`src/hw/rtl/nps_pkg.sv`:
```
`default_nettype none
// ============================================================================
// nps_pkg - shared definitions for the next-prime search block
// Widths, constants, sequencer states and the request/status structs that
// pass between the sequencer and the remainder unit.
// ============================================================================
package nps_pkg;

    localparam int VALUE_WIDTH = 32;                 // signed input width
    localparam int CAND_W      = VALUE_WIDTH - 1;    // positive range, result width
    localparam int CNT_W       = $clog2(CAND_W + 1);
    localparam int IN_TDATA_W  = ((VALUE_WIDTH + 7) / 8) * 8;
    localparam int OUT_TDATA_W = ((CAND_W + 7) / 8) * 8;

    localparam logic [CAND_W-1:0]  ANSWER_ONE   = CAND_W'(1);
    localparam logic [CAND_W-1:0]  ANSWER_TWO   = CAND_W'(2);
    localparam logic [CAND_W-1:0]  ANSWER_THREE = CAND_W'(3);
    localparam logic [CAND_W-1:0]  FACTOR_FIRST = CAND_W'(3);
    localparam logic [VALUE_WIDTH:0] SQUARE_FIRST = (VALUE_WIDTH + 1)'(9);

    typedef enum logic [1:0] {
        ST_IDLE,
        ST_CHECK,
        ST_DIV,
        ST_FINISH
    } state_t;

    typedef struct packed {
        logic              start;
        logic [CAND_W-1:0] dividend;
        logic [CAND_W-1:0] divisor;
    } rem_req_t;

    typedef struct packed {
        logic done;
        logic zero;
    } rem_stat_t;

endpackage
`default_nettype wire

```
`src/hw/rtl/nps_rem_unit.sv`:
```
`default_nettype none
// ============================================================================
// nps_rem_unit - bit-serial remainder unit
// Restoring shift-subtract division, one dividend bit per cycle. Reports
// when the remainder is done and whether it is zero.
// ============================================================================
module nps_rem_unit
(
    input  wire logic               clk,
    input  wire logic               rst_n,
    input  wire nps_pkg::rem_req_t  req,
    output nps_pkg::rem_stat_t      stat
);
    import nps_pkg::*;

    logic [CAND_W-1:0] rem_reg,  rem_next;
    logic [CAND_W-1:0] dvd_reg,  dvd_next;
    logic [CAND_W-1:0] divr_reg, divr_next;
    logic [CNT_W-1:0]  cnt_reg,  cnt_next;
    logic              busy_reg, busy_next;
    logic              done_reg, done_next;

    logic [CAND_W:0]   trial;
    logic [CAND_W:0]   diff;

    always_comb
    begin
        trial = {rem_reg, dvd_reg[CAND_W-1]};
        diff  = trial - {1'b0, divr_reg};
    end

    always_comb
    begin
        rem_next  = rem_reg;
        dvd_next  = dvd_reg;
        divr_next = divr_reg;
        cnt_next  = cnt_reg;
        busy_next = busy_reg;
        done_next = 1'b0;
        if (req.start)
        begin
            rem_next  = '0;
            dvd_next  = req.dividend;
            divr_next = req.divisor;
            cnt_next  = CNT_W'(CAND_W);
            busy_next = 1'b1;
        end
        else if (busy_reg)
        begin
            // restore when the divisor does not fit
            if (trial >= {1'b0, divr_reg})
            begin
                rem_next = diff[CAND_W-1:0];
            end
            else
            begin
                rem_next = trial[CAND_W-1:0];
            end
            dvd_next = {dvd_reg[CAND_W-2:0], 1'b0};
            cnt_next = cnt_reg - CNT_W'(1);
            if (cnt_reg == CNT_W'(1))
            begin
                busy_next = 1'b0;
                done_next = 1'b1;
            end
        end
    end

    always_ff @(posedge clk or negedge rst_n)
    begin
        if (!rst_n)
        begin
            busy_reg <= 1'b0;
            done_reg <= 1'b0;
            cnt_reg  <= '0;
        end
        else
        begin
            busy_reg <= busy_next;
            done_reg <= done_next;
            cnt_reg  <= cnt_next;
        end
    end

    always_ff @(posedge clk)
    begin
        rem_reg  <= rem_next;
        dvd_reg  <= dvd_next;
        divr_reg <= divr_next;
    end

    assign stat.done = done_reg;
    assign stat.zero = (rem_reg == '0);

endmodule
`default_nettype wire

```
`src/hw/rtl/next_prime_search.sv`:
```
`default_nettype none
// ============================================================================
// next_prime_search - first prime above a signed integer (1 for starts <= 0)
// Trial division of odd candidates by odd factors up to the square root,
// sequenced over a shared bit-serial remainder unit.
// ============================================================================
//  channel   | dir | tdata                    | tuser
//  s_*       | in  | start_value (signed)     | -
//  m_*       | out | next_prime, zero padded  | overflow
//
//  Each trial factor takes one pass of the remainder unit, which handles
//  one dividend bit per cycle; a request takes the sum of these passes over
//  every factor tried on every candidate. Trivial starts skip trial division.
//  s_tready is high only while the sequencer is idle; a finished result
//  waits in the output register, and the next request may be taken then.
//  Reset is asynchronous and clears control state only.
// ============================================================================
module next_prime_search
(
    input  wire logic                            clk,
    input  wire logic                            rst_n,
    input  wire logic                            s_tvalid,
    output logic                                 s_tready,
    input  wire logic [nps_pkg::IN_TDATA_W-1:0]  s_tdata,   // [31:0] start_value
    output logic                                 m_tvalid,
    input  wire logic                            m_tready,
    output logic      [nps_pkg::OUT_TDATA_W-1:0] m_tdata,   // [30:0] next_prime
    output logic                                 m_tuser    // [0] overflow
);
    import nps_pkg::*;

    state_t state_reg, state_next;

    logic [VALUE_WIDTH-1:0] cand_reg, cand_next;
    logic [CAND_W-1:0]      f_reg,    f_next;
    logic [VALUE_WIDTH:0]   sq_reg,   sq_next;
    logic [CAND_W-1:0]      res_reg,  res_next;
    logic                   rovf_reg, rovf_next;

    logic                   out_valid_reg;
    logic [CAND_W-1:0]      out_prime_reg;
    logic                   out_ovf_reg;

    rem_req_t               rem_req;
    rem_stat_t              rem_stat;

    logic [VALUE_WIDTH-1:0] start_v;
    logic                   accept;
    logic                   trivial;
    logic                   cand_ovf;
    logic                   bound_hit;
    logic                   load_out;

    nps_rem_unit u_rem
    (
        .clk   (clk),
        .rst_n (rst_n),
        .req   (rem_req),
        .stat  (rem_stat)
    );

    assign start_v   = s_tdata[VALUE_WIDTH-1:0];
    assign s_tready  = (state_reg == ST_IDLE);
    assign accept    = s_tvalid & s_tready;
    assign trivial   = start_v[VALUE_WIDTH-1] || (start_v <= VALUE_WIDTH'(2));
    assign cand_ovf  = cand_reg[VALUE_WIDTH-1];
    assign bound_hit = (sq_reg > {1'b0, cand_reg});
    assign load_out  = (state_reg == ST_FINISH) && (!out_valid_reg || m_tready);

    // next state
    always_comb
    begin
        state_next = state_reg;
        unique case (state_reg)
            ST_IDLE:
            begin
                if (accept)
                begin
                    state_next = trivial ? ST_FINISH : ST_CHECK;
                end
            end
            ST_CHECK:
            begin
                state_next = (cand_ovf || bound_hit) ? ST_FINISH : ST_DIV;
            end
            ST_DIV:
            begin
                if (rem_stat.done)
                begin
                    state_next = ST_CHECK;
                end
            end
            ST_FINISH:
            begin
                if (load_out)
                begin
                    state_next = ST_IDLE;
                end
            end
            default:
            begin
                state_next = ST_IDLE;
            end
        endcase
    end

    // datapath and unit requests
    always_comb
    begin
        cand_next        = cand_reg;
        f_next           = f_reg;
        sq_next          = sq_reg;
        res_next         = res_reg;
        rovf_next        = rovf_reg;
        rem_req.start    = 1'b0;
        rem_req.dividend = cand_reg[CAND_W-1:0];
        rem_req.divisor  = f_reg;
        unique case (state_reg)
            ST_IDLE:
            begin
                if (accept)
                begin
                    rovf_next = 1'b0;
                    f_next    = FACTOR_FIRST;
                    sq_next   = SQUARE_FIRST;
                    cand_next = (start_v + VALUE_WIDTH'(1)) | VALUE_WIDTH'(1);
                    priority if (start_v[VALUE_WIDTH-1] || start_v == '0)
                    begin
                        res_next = ANSWER_ONE;
                    end
                    else if (start_v == VALUE_WIDTH'(1))
                    begin
                        res_next = ANSWER_TWO;
                    end
                    else
                    begin
                        res_next = ANSWER_THREE;
                    end
                end
            end
            ST_CHECK:
            begin
                priority if (cand_ovf)
                begin
                    res_next  = '0;
                    rovf_next = 1'b1;
                end
                else if (bound_hit)
                begin
                    res_next = cand_reg[CAND_W-1:0];
                end
                else
                begin
                    rem_req.start = 1'b1;
                end
            end
            ST_DIV:
            begin
                if (rem_stat.done)
                begin
                    if (rem_stat.zero)
                    begin
                        // composite: advance to next odd candidate
                        cand_next = cand_reg + VALUE_WIDTH'(2);
                        f_next    = FACTOR_FIRST;
                        sq_next   = SQUARE_FIRST;
                    end
                    else
                    begin
                        // (f+2)^2 = f^2 + 4f + 4
                        f_next  = f_reg + CAND_W'(2);
                        sq_next = sq_reg + {f_reg, 2'b00} + (VALUE_WIDTH + 1)'(4);
                    end
                end
            end
            ST_FINISH:
            begin
            end
            default:
            begin
            end
        endcase
    end

    always_ff @(posedge clk or negedge rst_n)
    begin
        if (!rst_n)
        begin
            state_reg     <= ST_IDLE;
            out_valid_reg <= 1'b0;
        end
        else
        begin
            state_reg <= state_next;
            if (load_out)
            begin
                out_valid_reg <= 1'b1;
            end
            else if (m_tready)
            begin
                out_valid_reg <= 1'b0;
            end
        end
    end

    always_ff @(posedge clk)
    begin
        cand_reg <= cand_next;
        f_reg    <= f_next;
        sq_reg   <= sq_next;
        res_reg  <= res_next;
        rovf_reg <= rovf_next;
        if (load_out)
        begin
            out_prime_reg <= res_reg;
            out_ovf_reg   <= rovf_reg;
        end
    end

    assign m_tvalid = out_valid_reg;
    assign m_tdata  = OUT_TDATA_W'(out_prime_reg);
    assign m_tuser  = out_ovf_reg;

endmodule
`default_nettype wire

```
`config.mk`:
```
export PLATFORM = sky130hd
export DESIGN_NAME = next_prime_search
export DESIGN_NICKNAME = d
export VERILOG_FILES = /design/src/hw/rtl/nps_pkg.sv /design/src/hw/rtl/nps_rem_unit.sv /design/src/hw/rtl/next_prime_search.sv
export SDC_FILE = /design/constraint.sdc
export NUM_CORES = 1
export LEC_CHECK = 0
export BUFFER_PORTS_ARGS = -buffer_cell sky130_fd_sc_hd__buf_2
export CORE_ASPECT_RATIO = 2
export CORE_MARGIN = 4
export CORE_UTILIZATION = 55
export CTS_CLUSTER_DIAMETER = 200
export DETAILED_ROUTE_END_ITERATION = 16
export GPL_TIMING_DRIVEN = 0
export PLACE_DENSITY = 0.83
export REMOVE_ABC_BUFFERS = 1
export SETUP_SLACK_MARGIN = 0.05
export SYNTH_ARGS = -nofsm -noshare
export SYNTH_HDL_FRONTEND = slang
export SYNTH_SLANG_ARGS = --single-unit
export TNS_END_PERCENT = 30
```
`constraint.sdc`:
```
create_clock -name clk -period 10.7 [get_ports clk]
set_input_delay 2.14 -clock clk [delete_from_list [all_inputs] [get_ports clk]]
set_output_delay 2.14 -clock clk [all_outputs]
set_load 0.01 [all_outputs]
```
# Word level (Yosys, flattened, before mapping)

Index checks and enable logic that the tools add are counted.

Add/subtract/negate cells: 7
$mul: 0
Divide/modulo/power cells: 0
Magnitude comparators: 3
Equality and inequality tests: 11
Shifts and indexed selects: 0
Multiplexer cells: 43
Bitwise gates (word level): 1
Reductions and logical operators: 18

Operators by type and width:

| operator              | number |
|---|---|
| $mux 31               | 9 |
| $pmux 31 s2           | 2 |
| $mux 33               | 3 |
| $mux 32               | 3 |
| $pmux 33 s2           | 1 |
| $pmux 32 s2           | 1 |
| $add 33x3->33 const B | 1 |
| $add 33x33->33        | 1 |
| $gt 33x32->1          | 1 |
| $add 32x1->32 const B | 1 |
| $add 32x2->32 const B | 1 |
| $eq 32x1->1 const B   | 1 |
| $ge 32x31->1          | 1 |
| $le 32x2->1 const B   | 1 |
| $logic_not 32->1      | 1 |
| $add 31x2->31 const B | 1 |
| $logic_not 31->1      | 1 |
| $sub 31x31->31        | 1 |
| $mux 1                | 15 |
| $reduce_and 3->1      | 4 |
| $mux 2                | 5 |
| $mux 5                | 2 |
| $pmux 2 s4            | 1 |
| $reduce_bool 2->1     | 4 |
| 14 further kinds      | 21 |

Register bits: 263
Latch bits: 0
Memory bits (writable): 0
Bits in read-only memories: 0
Input bits: 36
Output and inout bits: 35
Logic and storage cells: 98
Memories kept: 0

# Logic depth before layout (Yosys ltp)

Gate-level depths: netlist (run 1).

Word-level depth: 5
Gate-level depth with buffers: 13
Depth with buffers taken out: 13

# By module

Synthesis (run 1) repeated with hierarchy kept, for this count alone.

Cell total of the unflattened synthesis: 1572
Area, all modules: 16236.8 µm²

Modules (own cells, without submodules):

| module            | instances | cells an instance | area each (µm²) |
|---|---|---|---|
| next_prime_search | 1         | 976               | 10189.8 |
| nps_rem_unit      | 1         | 596               | 6047.0 |

# Worst setup path after synthesis (run 1)

Ideal clock, no wire load.

Kind: in2reg
Start point: input port s_tvalid
End point: register f_reg[0], enable pin
Arrival: 4832 ps
Required time: 10218 ps
Slack: 5386 ps
Stages: 2
Buffers on the path: 0
Cells stage by stage: mux2i_1 > nor2_1

Word-level cells in the longest chain between the ends: 3

Ends and longest elaborated chain:

| element                           | line                     | RTL |
|---|---|---|
| from (decl)                       | next_prime_search.sv:22  | `input wire logic s_tvalid,` |
| $and 1x1->1                       | next_prime_search.sv:64  | `assign accept = s_tvalid & s_tready;` |
| $ne 2x1->1 (no source line)       | -                        |  |
| $reduce_and 3->1 (no source line) | -                        |  |
| to (signal assigned)              | next_prime_search.sv:209 | `f_reg <= f_next;` |
| to (decl)                         | next_prime_search.sv:35  | `logic [CAND_W-1:0] f_reg, f_next;` |

Every way passes these cells.
A chain may end at the register's enable or synchronous reset.

# Final worst setup path (run 1)

Start point: register cand_reg[3]
End point: register u_rem.dvd_reg[30], data pin

Word-level cells in the longest chain between the ends: 5

Ends and longest elaborated chain:

| element                | line                     | RTL |
|---|---|---|
| from (decl)            | next_prime_search.sv:34  | `logic [VALUE_WIDTH-1:0] cand_reg, cand_next;` |
| from (signal assigned) | next_prime_search.sv:208 | `cand_reg <= cand_next;` |
| $gt 33x32->1           | next_prime_search.sv:67  | `assign bound_hit = (sq_reg > {1'b0, cand_reg});` |
| $mux 1                 | next_prime_search.sv:148 | `else if (bound_hit)` |
| $mux 1                 | next_prime_search.sv:143 | `priority if (cand_ovf)` |
| $mux 1                 | next_prime_search.sv:118 | `unique case (state_reg)` |
| $mux 31                | nps_rem_unit.sv:40       | `if (req.start)` |
| net u_rem.dvd_next[30] | nps_rem_unit.sv:17       | `logic [CAND_W-1:0] dvd_reg, dvd_next;` |
| to (signal assigned)   | nps_rem_unit.sv:88       | `dvd_reg <= dvd_next;` |
| to (decl)              | nps_rem_unit.sv:17       |  |

The timed path passes the listed nets, and every way through them passes these cells.

==> results of run 1 <==
## report_power, final
| part | internal [mW] | switching (mW) |
|---|---|---|
| clock | 0.495 | 0.379 |
| sequential | 1.51 | 0.223 |
| combinational | 0.891 | 1.41 |
| total | 2.90 | 2.01 |
## logic make-up (layout without fill, tap and decap cells)
family	Yosys count	count (layout)	synth area share
mux	38	38	0.0261
xor+xnor	123	123	0.0672
simple gates	551	551	0.165
other cells	1	1	0.000234
flops	260	260	0.464
fa+ha+maj	130	130	0.102
buf+inv	150	211	0.0384
compound gates	329	329	0.136
## critical path, stage by stage, from the launching register on
cell      delay (ps)
edfxtp_1         460
inv_1            150
ha_1             260
a21o_1           180
a21o_1           200
a221oi_1         520
o221ai_1         320
a221oi_1         430
a41oi_2          260
nor2_4           810
buf_12           300
mux2_2           420
## per-stage QoR
| step | utilization | worst slack (ps) | total power, mW |
|---|---|---|---|
| 5_1_grt | 0.609 | 6040 | 5.21 |
| 2_1_floorplan | - | 4910 | 3.32 |
| 4_1_cts | 0.609 | 6150 | 4.88 |
| 6_report | 0.609 | 6090 | 4.91 |
| 3_5_place_dp | 0.583 | 6230 | 3.99 |
| 3_3_place_gp | 0.574 | 1170 | 3.86 |
## layer usage
layer  GRT usage  vias up  part of all wire
li1            -     5910                 -
met1       0.241     6066              0.33
met2       0.476      469              0.55
met3      0.0266      171             0.040
met4       0.182        0             0.080
met5           0        -                 0
## area by class of cell
type                    instances  area, um^2  area share
multi-input cells            1172        8020       0.456
flip-flops and latches        260        7450       0.424
clock buffers                  26         587      0.0334
repair buffers                 79         543      0.0309
well taps                     360         450      0.0256
inverters                      92         345      0.0196
clock inverters                14         184      0.0105
## layout by cell type, fill, tap and decap left out, types with 5 or more instances in the layout
| cell type | netlist | routed |
|---|---|---|
| nand2b_1 | 5 | 5 |
| and4_1 | 6 | 6 |
| buf_12 | 0 | 6 |
| inv_1 | 90 | 90 |
| dfrtp_1 | 10 | 9 |
| a211oi_1 | 10 | 10 |
| or4_1 | 6 | 6 |
| xor2_1 | 42 | 42 |
| o21bai_1 | 13 | 13 |
| mux2_2 | 20 | 20 |
| and2_1 | 7 | 7 |
| xnor2_1 | 81 | 81 |
| nand2_1 | 146 | 146 |
| o211ai_1 | 7 | 7 |
| a311oi_1 | 19 | 19 |
| nand4_1 | 42 | 42 |
| buf_2 | 15 | 69 |
| a21o_1 | 42 | 41 |
| nor2_1 | 164 | 162 |
| ha_1 | 128 | 128 |
| a21oi_1 | 89 | 89 |
| nor2b_1 | 6 | 5 |
| nor4_1 | 23 | 23 |
| nor3_1 | 41 | 40 |
| a31oi_1 | 6 | 6 |
| mux2i_1 | 8 | 8 |
| a2bb2oi_1 | 6 | 6 |
| mux2_1 | 10 | 10 |
| clkbuf_16 | 0 | 23 |
| or3_1 | 10 | 10 |
| o21ai_0 | 73 | 72 |
| nand3_1 | 51 | 51 |
| o21a_1 | 16 | 16 |
| and3_1 | 21 | 21 |
| dfxtp_1 | 31 | 31 |
| edfxtp_1 | 219 | 219 |
## worst max-delay path by stage
stage                                       end  slack [ps]  cells after the start
global route        u_rem.dvd_reg[30]$_DFFE_PP_        6040                     11
CTS                 u_rem.dvd_reg[30]$_DFFE_PP_        6150                     11
detailed placement  u_rem.dvd_reg[30]$_DFFE_PP_        6230                     11
floorplan                cand_reg[10]$_DFFE_PP_        4910                      5
finish              u_rem.dvd_reg[30]$_DFFE_PP_        6090                     11
global placement         cand_reg[11]$_DFFE_PP_        1170                      5
==> results.txt, run 1 <==
- The flow ran to the end, and the final reports show no timing, DRC or antenna violations.
- In the routed design, unresolved DRC markers number 0.
- The repair_antennas step left the layout with diodes totalling 0.
- Master cell of the clock root buffer: clkbuf_16
* Worst setup skew after layout: 17.1 ps
- For this run, the post-layout net count is 1793.
- Of the cells placed in the final design, the portion with a size suffix greater than 1 is 0.106.
* Fraction of post-synthesis cell area in the top cell type by area: 0.410
* Die Outline Area: 32100 um^2
* Syn avg cell area: 10.1 um^2
* DP Cell Count: 1963
* Via count of the first global-routing pass: 12800
* Largest net degree at the start of global routing: 48
- Hold Crit Start: rovf_reg$_DFFE_PP_
* Final hold slack: 418 ps
- Worst setup path start: cand_reg[3]$_DFFE_PP_
- The initialized floorplan defines 88 standard-cell rows.
* 1st-pass router iterations: 5
- Register bit count reported by yosys: 260
* Commonest cells in the synthesized netlist: edfxtp_1, nor2_1, nand2_1
- Static timing analysis puts the maximum clock frequency at 217 MHz.
- Placed inst area: 16800 um^2
* Hold path cells: 0
- The worst register-to-register path ends at u_rem.dvd_reg[30]$_DFFE_PP_.
- Top-count cell post-synth: edfxtp_1
- The number of antenna violations at the first check in global routing came to 0.
- Final hold violation count: 0
- Slew Viols, Final: 0
- The worst pin sits at a relative slew slack of 0.245.
- Yosys mapped a number of flops with a built-in enable equal to 219.
* Clock buffers created by TritonCTS: 22
- The clock passes through at most 3 buffers.
- Hold-fix buffers, CTS: 0
- Fin crit share: 0.430
* Die height: 249 um
- CTS sink count: 260
- For the worst-skew pair, the clock arrives at the later sink with an insertion delay of 530 ps.
- Cell Area, Synth: 16000 um^2
- For this block, the routed nets add up to 41.0 mm of wire.
- For this run, the number of Yosys warnings is 0.
- In this run the static leakage power is 6.90 nW.
- Register area share after synthesis: 0.464
- After synthesis, the netlist uses 83 different library cells.
- End point of the most critical hold path: m_tuser$_DFFE_PP_
- Data required time at the worst endpoint: 10960 ps
- HPWL after DPL: 30.5 mm
- STA classifies the critical path startpoint as a flop.
- Number of vias per cell after detailed routing: 6.30
- The filler cells instantiated in the layout total 2312.
* Weighted congestion at the end of routability-driven global placement: 1.04
- The first global-routing pass estimated 64.4 mm of wire.
* Overall routing resource usage: 0.251
- Proportion of register bits with asynchronous set or reset after synthesis: 0.0385
* Cell count of the worst reg-to-reg path: 11
- Pwr per Cell Area: 279 nW/um^2
* Worst min-delay path class: reg -> reg
- Synthesis produced 1582 cells.
- Measured along the x axis, the die boundary spans 129 um.
- RSZ-0062 raised after global routing: no
- Setup violations remaining at the end of the flow were counted as 0.
- Leading area contributor after synthesis: edfxtp_1
- After clock tree synthesis, the clock-pin slew on the worst setup and hold paths is 70 ps.
- Final total negative setup slack: 0 ps
* Gr ovfl total: 0
- The number of setup buffers added after CTS is 0.
* Category of the critical setup timing path: reg -> reg
- During I/O placement, the number of pins put on the boundary was 71.
- Reg-to-reg setup timing slack: 6090 ps
* Main flop type after synthesis: edfxtp_1
* Post-CTS resize count: 0
- Total number of vias: 12600
- Dividing the detail-routed wire length by the instance count gives 20.5 um.
- The startpoint identified for the worst register-to-register timing path is cand_reg[3]$_DFFE_PP_.
* Final standard cell area without fillers: 17600 um^2
- TritonCTS built the clock tree.
- The count of buffers added on input and output ports is 69.
- At the pin with the least slew margin, the transition time is 1130 ps.
- After the flow finishes, the layout carries non-filler instances totaling 2003.
* Final critical delay including setup and external delays: 4610 ps
* Area of the core: 28800 um^2
- CTS built an H-tree with a depth of 1.
- Number of violations reported at the end of detailed-routing iteration 0: 1002
- The initial utilization of the core area, before any placement, comes to 0.556.
- For the worst setup path, the data arrival time is 4860 ps.
* Growth of design area from synthesis to finish: 9.61%
* Routed Antenna Nets: 0
- VDD sags by at most 199 uV.
* Kind of end point of the critical path: flop
- In this run the worst path has a maximum fanout of 31.
* Top post-synthesis cells by area: edfxtp_1, ha_1, xnor2_1, dfxtp_1, nor2_1
- Across the run, the number of max-cap violations was 0.
Power figures use the tool's default switching activity.
==> run 2, diff against run 1 <==
PLACE_DENSITY = 0.86   (was 0.83)
clock period = 4.01 ns   (was 10.7 ns; I/O delays follow)
==> run 2 against run 1 <==
Effect of this change:
- register-to-register slack worse by 6000 ps
- sequential cell count stayed put
- cell count is 0.20% higher
- combinational power grew to 2.7 times the previous value
- power grew to 2.7 times the previous value
- critical path type unchanged
- critical endpoint unchanged
- highest routed layer unchanged
==> results.txt, run 2 (synthesis gave the netlist of run 1 again) <==
* Clock buffers created by TritonCTS: 23 (was 22)
- The final hold violation count is 0 (unchanged).
* Slew Viols, Final: 0 (unchanged)
- The power density of the placed cells came to 740 nW/um^2 (was 279 nW/um^2).
* Wire length per cell: 20.5 um (about the same)
* Wire length of the first global-routing pass: 64.7 mm (was 64.4 mm)
- Number of placement rows: 88 (unchanged)
- Critical Path Source Type: flop (unchanged)
- Growth of design area from synthesis to finish: 9.68% (was 9.61%)
* Slew Limit Headroom: 0.276 (was 0.245)
- Arrival time at the worst endpoint: 4120 ps (was 4860 ps)
* 1st-pass router iterations: 7 (was 5)
- The root buffer cell was clkbuf_16 (unchanged).
- The number of placed cells counting well taps was 1963 (unchanged).
- The CTS sink count was 260 (unchanged).
- Most common library cell in the layout ignoring fill and taps: edfxtp_1 (unchanged)
* Routed Antenna Nets: 0 (unchanged)
- Weighted congestion at the end of routability-driven global placement: 0.975 (was 1.04)
- The count of final setup violators was 0 (unchanged).
- The setup TNS is 0 ps (unchanged).
- Sequence of cells on the critical path: inv_1 -> ha_1 -> a21o_1 -> a21o_1 -> a221oi_1 -> o221ai_1 -> a221oi_1 -> a41oi_2 -> nor2_4 -> buf_12 -> mux2_2 (unchanged).
- Final Routed Wirelength: 41.2 mm (was 41.0 mm)
* Number of H-tree levels: 1 (unchanged)
- The fraction of final layout cells sized beyond drive strength 1 was 0.107 (was 0.106).
- Leakage power: 6.91 nW (was 6.90 nW)
- RSZ-0062 raised after global routing: no (unchanged)
- The post-route DRC violation count was 0 (unchanged).
- The number of nets in the layout was 1797 (was 1793).
- The number of antenna violations at the first check in global routing came to 0 (unchanged).
- Critical path fanouts, max: 31 (unchanged)
- Number of violations reported at the end of detailed-routing iteration 0: 816 (was 1002)
* Die height: 249 um (unchanged)
- Data required time at the worst endpoint: 4260 ps (was 10960 ps)
- The clock transition at the registers of the reported paths was 70 ps (about the same).
* Largest stage delay on the critical path: 480 ps (was 810 ps)
- CTS tree: built (unchanged)
- Worst setup skew after layout: 12.5 ps (was 17.1 ps)
* Most frequent cells in the layout: edfxtp_1, nor2_1, nand2_1, ha_1, inv_1 (unchanged)
- Run status: completed (unchanged)
- Worst-path cell with the longest stage delay: edfxtp_1 (was nor2_4)
- Top Ports: 71 (unchanged)
- Layout Cells excl Fill: 2007 (was 2003)
- Antenna diode instance count: 0 (unchanged)
- The kind of critical path is reg -> reg (unchanged).
- Number of buffers on the longest clock path: 3 (unchanged)
* Worst VDD drop: 483 uV (was 199 uV)
* Total number of vias: 12600 (about the same)
- The width of the die came to 129 um (unchanged).
* Number of vias per cell after detailed routing: 6.25 (was 6.30)
* Measured slew at the worst slew-check pin: 1090 ps (was 1130 ps)
* Die Outline Area: 32100 um^2 (unchanged)
- Reg-to-reg setup timing slack: 140 ps (was 6090 ps)
* Largest net degree at the start of global routing: 52 (was 48)
- Starting density of the core: 0.556 (unchanged)
- The number of max-cap violations came to 0 (unchanged).
- Via count of the first global-routing pass: 12900 (was 12800)
- Fin crit share: 0.965 (was 0.430)
- Final critical delay including setup and external delays: 3870 ps (was 4610 ps)
- The leftover overflow at the end of global routing was 0 (unchanged).
- The worst hold path class is in -> async (was reg -> reg).
- Kind of end point of the critical path: flop (unchanged)
- Area of the core: 28800 um^2 (unchanged)
* Count of buffers inserted at the top-level ports: 69 (unchanged)
* Max frequency: 258 MHz (was 217 MHz)
- The combined global-route utilization of all metal layers came to 0.252 (was 0.251).
- Clock latency reported for the late side of the worst-skew pair: 530 ps (about the same)
* HPWL after DPL: 31.0 mm (was 30.5 mm)
## run 2: cell types whose count changed in the layout (fill, tap and decap cells not counted), moves of 2 or more
cell	change
clkbuf_16	+2
inv_6	-2
buf_4	+2
clkbuf_1	+3
clkbuf_8	+3
bufinv_16	-3
## run 2: layer usage
metal  GRT usage  vias to the layer above  share of wire
li1            -                     5900              -
met5           0                        -              0
met4       0.200                        0          0.091
met2       0.471                      411           0.54
met1       0.241                     6068           0.33
met3      0.0236                      173          0.034
## run 2: report_power, final
group	switching, mW	internal [mW]	total (mW)
combinational	3.78	2.37	6.16
sequential	0.595	4.03	4.63
clock	0.983	1.26	2.24
total	5.36	7.66	13.0
## run 2: what timing repair did
| item | 4_1_cts | 5_1_grt |
|---|---|---|
| hold buffers | 0 | 0 |
| endpoints found under the setup margin | 95 | 48 |
| setup buffers | 1 | 0 |
| cloned | 1 | 1 |
| gates resized for setup | 3 | 3 |
| pin swaps | 2 | 1 |
## run 2: cell type report
type / count / area [um^2]
fillers: 2244 / 11300
clock buffers: 34 / 689
well taps: 360 / 450
flip-flops and latches: 260 / 7450
repair buffers: 80 / 542
clock inverters: 7 / 60.1
multi-input cells: 1174 / 8050
inverters: 92 / 345
## run 2: through the flow
stage | util | total power [mW] | setup slack, ps | instance area, um^2 | hold slack (ps)
after floorplan | - | 8.86 | -1780 | 15800 | 400
after global placement | 0.574 | 10.3 | -5620 | 16600 | 404
after detailed placement | 0.582 | 10.6 | -334 | 16800 | 405
after CTS | 0.609 | 12.9 | 134 | 17600 | 132
after global routing | 0.610 | 13.8 | 126 | 17600 | 150
final | 0.610 | 13.0 | 140 | 17600 | 140
## run 2: worst max-delay path: cells and delay by family (launching register included)
kind                     cells  cell delay, ps
AO/OA/AOI/OAI                6            1680
flip-flops                   1             480
multiplexers                 1             440
buffers and inverters        2             400
AND/OR/NAND/NOR              1             320
adder cells (fa/ha/maj)      1             260
## run 2: path summary, 6_finish.rpt
kind	from	to	cells past startpoint
worst min-delay path	rst_n	u_rem.cnt_reg[2]$_DFFE_PN0P_	1
max in group asynchronous	rst_n	u_rem.busy_reg$_DFF_PN0_	1
worst max-delay path	cand_reg[3]$_DFFE_PP_	u_rem.dvd_reg[30]$_DFFE_PP_	11
worst max register to register	cand_reg[3]$_DFFE_PP_	u_rem.dvd_reg[30]$_DFFE_PP_	11
min in group clk	res_reg[6]$_SDFFCE_PP0P_	out_prime_reg[6]$_DFFE_PP_	0
worst min register to register	res_reg[6]$_SDFFCE_PP0P_	out_prime_reg[6]$_DFFE_PP_	0
==> run 3, diff against run 2 <==
CELL_PAD_IN_SITES_DETAIL_PLACEMENT = 1   (was not set)
CELL_PAD_IN_SITES_GLOBAL_PLACEMENT = 2   (was not set)
CORE_UTILIZATION = 37   (was 55)
PLACE_DENSITY = 0.88   (was 0.86)
==> run 3 against run 2 <==
Effect of this change:
- hold slack lost 20 ps
- wire length rose by 11%
- clock power increased by 13%
- sequential power is essentially flat
- clock skew rose by 10 ps
- first-iteration DRC count is 41% lower
- sequential share of layout area fell by 0.86 points
- setup slack got worse by 72 ps
- critical endpoint is now u_rem.rem_reg[30]$_SDFFE_PP0P_
==> results.txt, run 3 (synthesis gave the netlist of run 1 again) <==
- Top Ports: 71 (unchanged)
- RSZ-0062 raised after global routing: no (unchanged).
* Launch point of the worst reg-to-reg path: u_rem.rem_reg[24]$_SDFFE_PP0P_ (was cand_reg[3]$_DFFE_PP_)
- Arrival time at the worst endpoint: 4410 ps (was 4120 ps)
- The detailed-placement wirelength estimate came to 35.5 mm (was 31.0 mm).
- The fraction of final layout cells sized beyond drive strength 1 is 0.114 (was 0.107).
- Final Routed Wirelength: 45.8 mm (was 41.2 mm)
- The number of diodes came to 0 (unchanged).
- Master cell of the clock root buffer: clkbuf_16 (unchanged)
- The maximum clock frequency was 254 MHz (was 258 MHz).
- The critical-path cell with the highest stage delay is or4b_4 (was edfxtp_1).
- The placer congestion estimate is 0.911 (was 0.975).
* Final net count: 1801 (was 1797)
- The clock tree from TritonCTS was built (unchanged).
- The critical path launch point is u_rem.rem_reg[24]$_SDFFE_PP0P_ (was cand_reg[3]$_DFFE_PP_).
- The total vias in the final route is 12300 (was 12600).
- The fraction of the core area covered by cells at the end of the flow is 0.420 (was 0.610).
- Most frequent cells in the layout: edfxtp_1, nor2_1, nand2_1, ha_1, inv_1 (unchanged).
* Overall routing resource usage: 0.193 (was 0.252)
- The clock latency on the worst-skew pair came to 560 ps (was 530 ps).
- Number of buffers on the longest clock path: 3 (unchanged)
- Clock transition time at the flip-flop clock pins of the worst setup and hold paths: 70 ps (about the same)
* Number of setup violations in the final report: 0 (unchanged)
- The kind of critical path is reg -> reg (unchanged).
- The minimum clock period after layout was 3940 ps (was 3870 ps).
* Worst VDD drop: 524 uV (was 483 uV)
- 1st-pass router iterations: 7 (unchanged)
* Slew Viols, Final: 0 (unchanged)
* Worst setup skew after layout: 22.9 ps (was 12.5 ps)
* Number of violations reported at the end of detailed-routing iteration 0: 483 (was 816)
- Critical path fanouts, max: 25 (was 31)
- Total design power: 13.5 mW (was 13.0 mW)
- The number of max-cap violations was 0 (unchanged).
- Kind of end point of the critical path: flop (unchanged)
- DP Cell Count: 2148 (was 1963)
- Number of H-tree levels: 1 (unchanged)
* Pwr per Cell Area: 749 nW/um^2 (was 740 nW/um^2)
- The effective utilization at floorplan is 0.376 (was 0.556).
- The area of the die is 46900 um^2 (was 32100 um^2).
- The via count of the first global-routing pass was 13600 (was 12900).
- Routed Antenna Nets: 0 (unchanged)
* Largest net degree at the start of global routing: 49 (was 52)
- The worst hold path class was in -> async (unchanged).
- Sequence of cells on the critical path: ha_1 -> a211oi_1 -> o21a_1 -> nor3_1 -> o21ai_0 -> a21o_1 -> and2_4 -> or4b_4 -> a311oi_2 (was inv_1 -> ha_1 -> a21o_1 -> a21o_1 -> a221oi_1 -> o221ai_1 -> a221oi_1 -> a41oi_2 -> nor2_4 -> buf_12 -> mux2_2).
- The final hold violation count was 0 (unchanged).
* Antenna violations before repair: 0 (unchanged)
* Clock buffers created by TritonCTS: 25 (was 23)
- The vias per cell was 5.59 (was 6.25).
- The kind of launch point of the worst setup path is a flop (unchanged).
- Measured slew at the worst slew-check pin: 1380 ps (was 1090 ps)
* Largest stage delay on the critical path: 580 ps (was 480 ps)
- The final cell count without fillers is 2199 (was 2007).
- Gr ovfl total: 0 (unchanged)
- The post-route DRC violation count came to 0 (unchanged).
* Number of placement rows: 107 (was 88)
* CTS sink count: 260 (unchanged)
* Die height: 302 um (was 249 um)
* Most common library cell in the layout ignoring fill and taps: edfxtp_1 (unchanged)
- Horiz. Die Dim: 155 um (was 129 um)
* Slew Limit Headroom: 0.0785 (was 0.276)
* Growth of design area from synthesis to finish: 12.0% (was 9.68%)
* Count of buffers inserted at the top-level ports: 69 (unchanged)
* Wire length of the first global-routing pass: 72.3 mm (was 64.7 mm)
- The static leakage was 6.98 nW (was 6.91 nW).
* Fin crit share: 0.983 (was 0.965)
- Data required time at the worst endpoint: 4480 ps (was 4260 ps)
- Run status: completed (unchanged).
- The routed wirelength normalized by instance count was 20.8 um (was 20.5 um).
* Area of the core: 42700 um^2 (was 28800 um^2)
## run 3: critical path, delay by kind of cell (launching register included)
family,cells,cell delay [ps]
fa+ha+maj,1,460
flops,1,350
compound gates,5,1520
simple gates,3,1500
## run 3: final cells by class
cell class	instances	area [um^2]
repair buffers	82	558
multi-input cells	1174	8060
flip-flops and latches	260	7450
fillers	4744	24800
clock buffers	30	676
inverters	92	345
clock inverters	16	185
well taps	545	682
## run 3: final timing paths
check	endpoint	slack [ps]	depth (start not counted)
max in group asynchronous	u_rem.busy_reg$_DFF_PN0_	3670	1
worst max register to register	u_rem.rem_reg[30]$_SDFFE_PP0P_	70	9
worst min-delay path	m_tvalid$_DFFE_PN0P_	120	1
worst min register to register	out_prime_reg[21]$_DFFE_PP_	410	0
min in group clk	out_prime_reg[21]$_DFFE_PP_	410	0
worst max-delay path	u_rem.rem_reg[30]$_SDFFE_PP0P_	70	9
## run 3: report_power, final
part	switching, mW	internal [mW]	leakage [nW]
logic	3.88	2.38	4.15
registers	0.624	4.03	2.40
clock network	1.12	1.42	0.426
## run 3: stage by stage
step	TNS [ps]	setup WS (ps)	hold slack [ps]	area, um^2
after floorplan	-76230	-1780	400	15800
after global placement	-643750	-6670	403	16800
final	0	68.3	120	18000
after global routing	0	70.6	119	18000
after CTS	0	95.9	108	17900
after detailed placement	-23500	-400	406	17000
## run 3: layer usage
metal,track usage,share of wire,vias to the layer above
li1,-,-,5909
met1,0.178,0.34,6060
met2,0.390,0.57,204
met3,0.0157,0.021,120
met4,0.129,0.076,0
met5,0,0,-
## run 3: repair_timing
action                                  CTS  global route
endpoints found under the hold margin     0             0
hold buffers                              0             0
gates cloned                              2             0
resized for setup                         4             2
setup buffers                             3             0
endpoints found under the setup margin  103            16
pin swaps                                 2             0
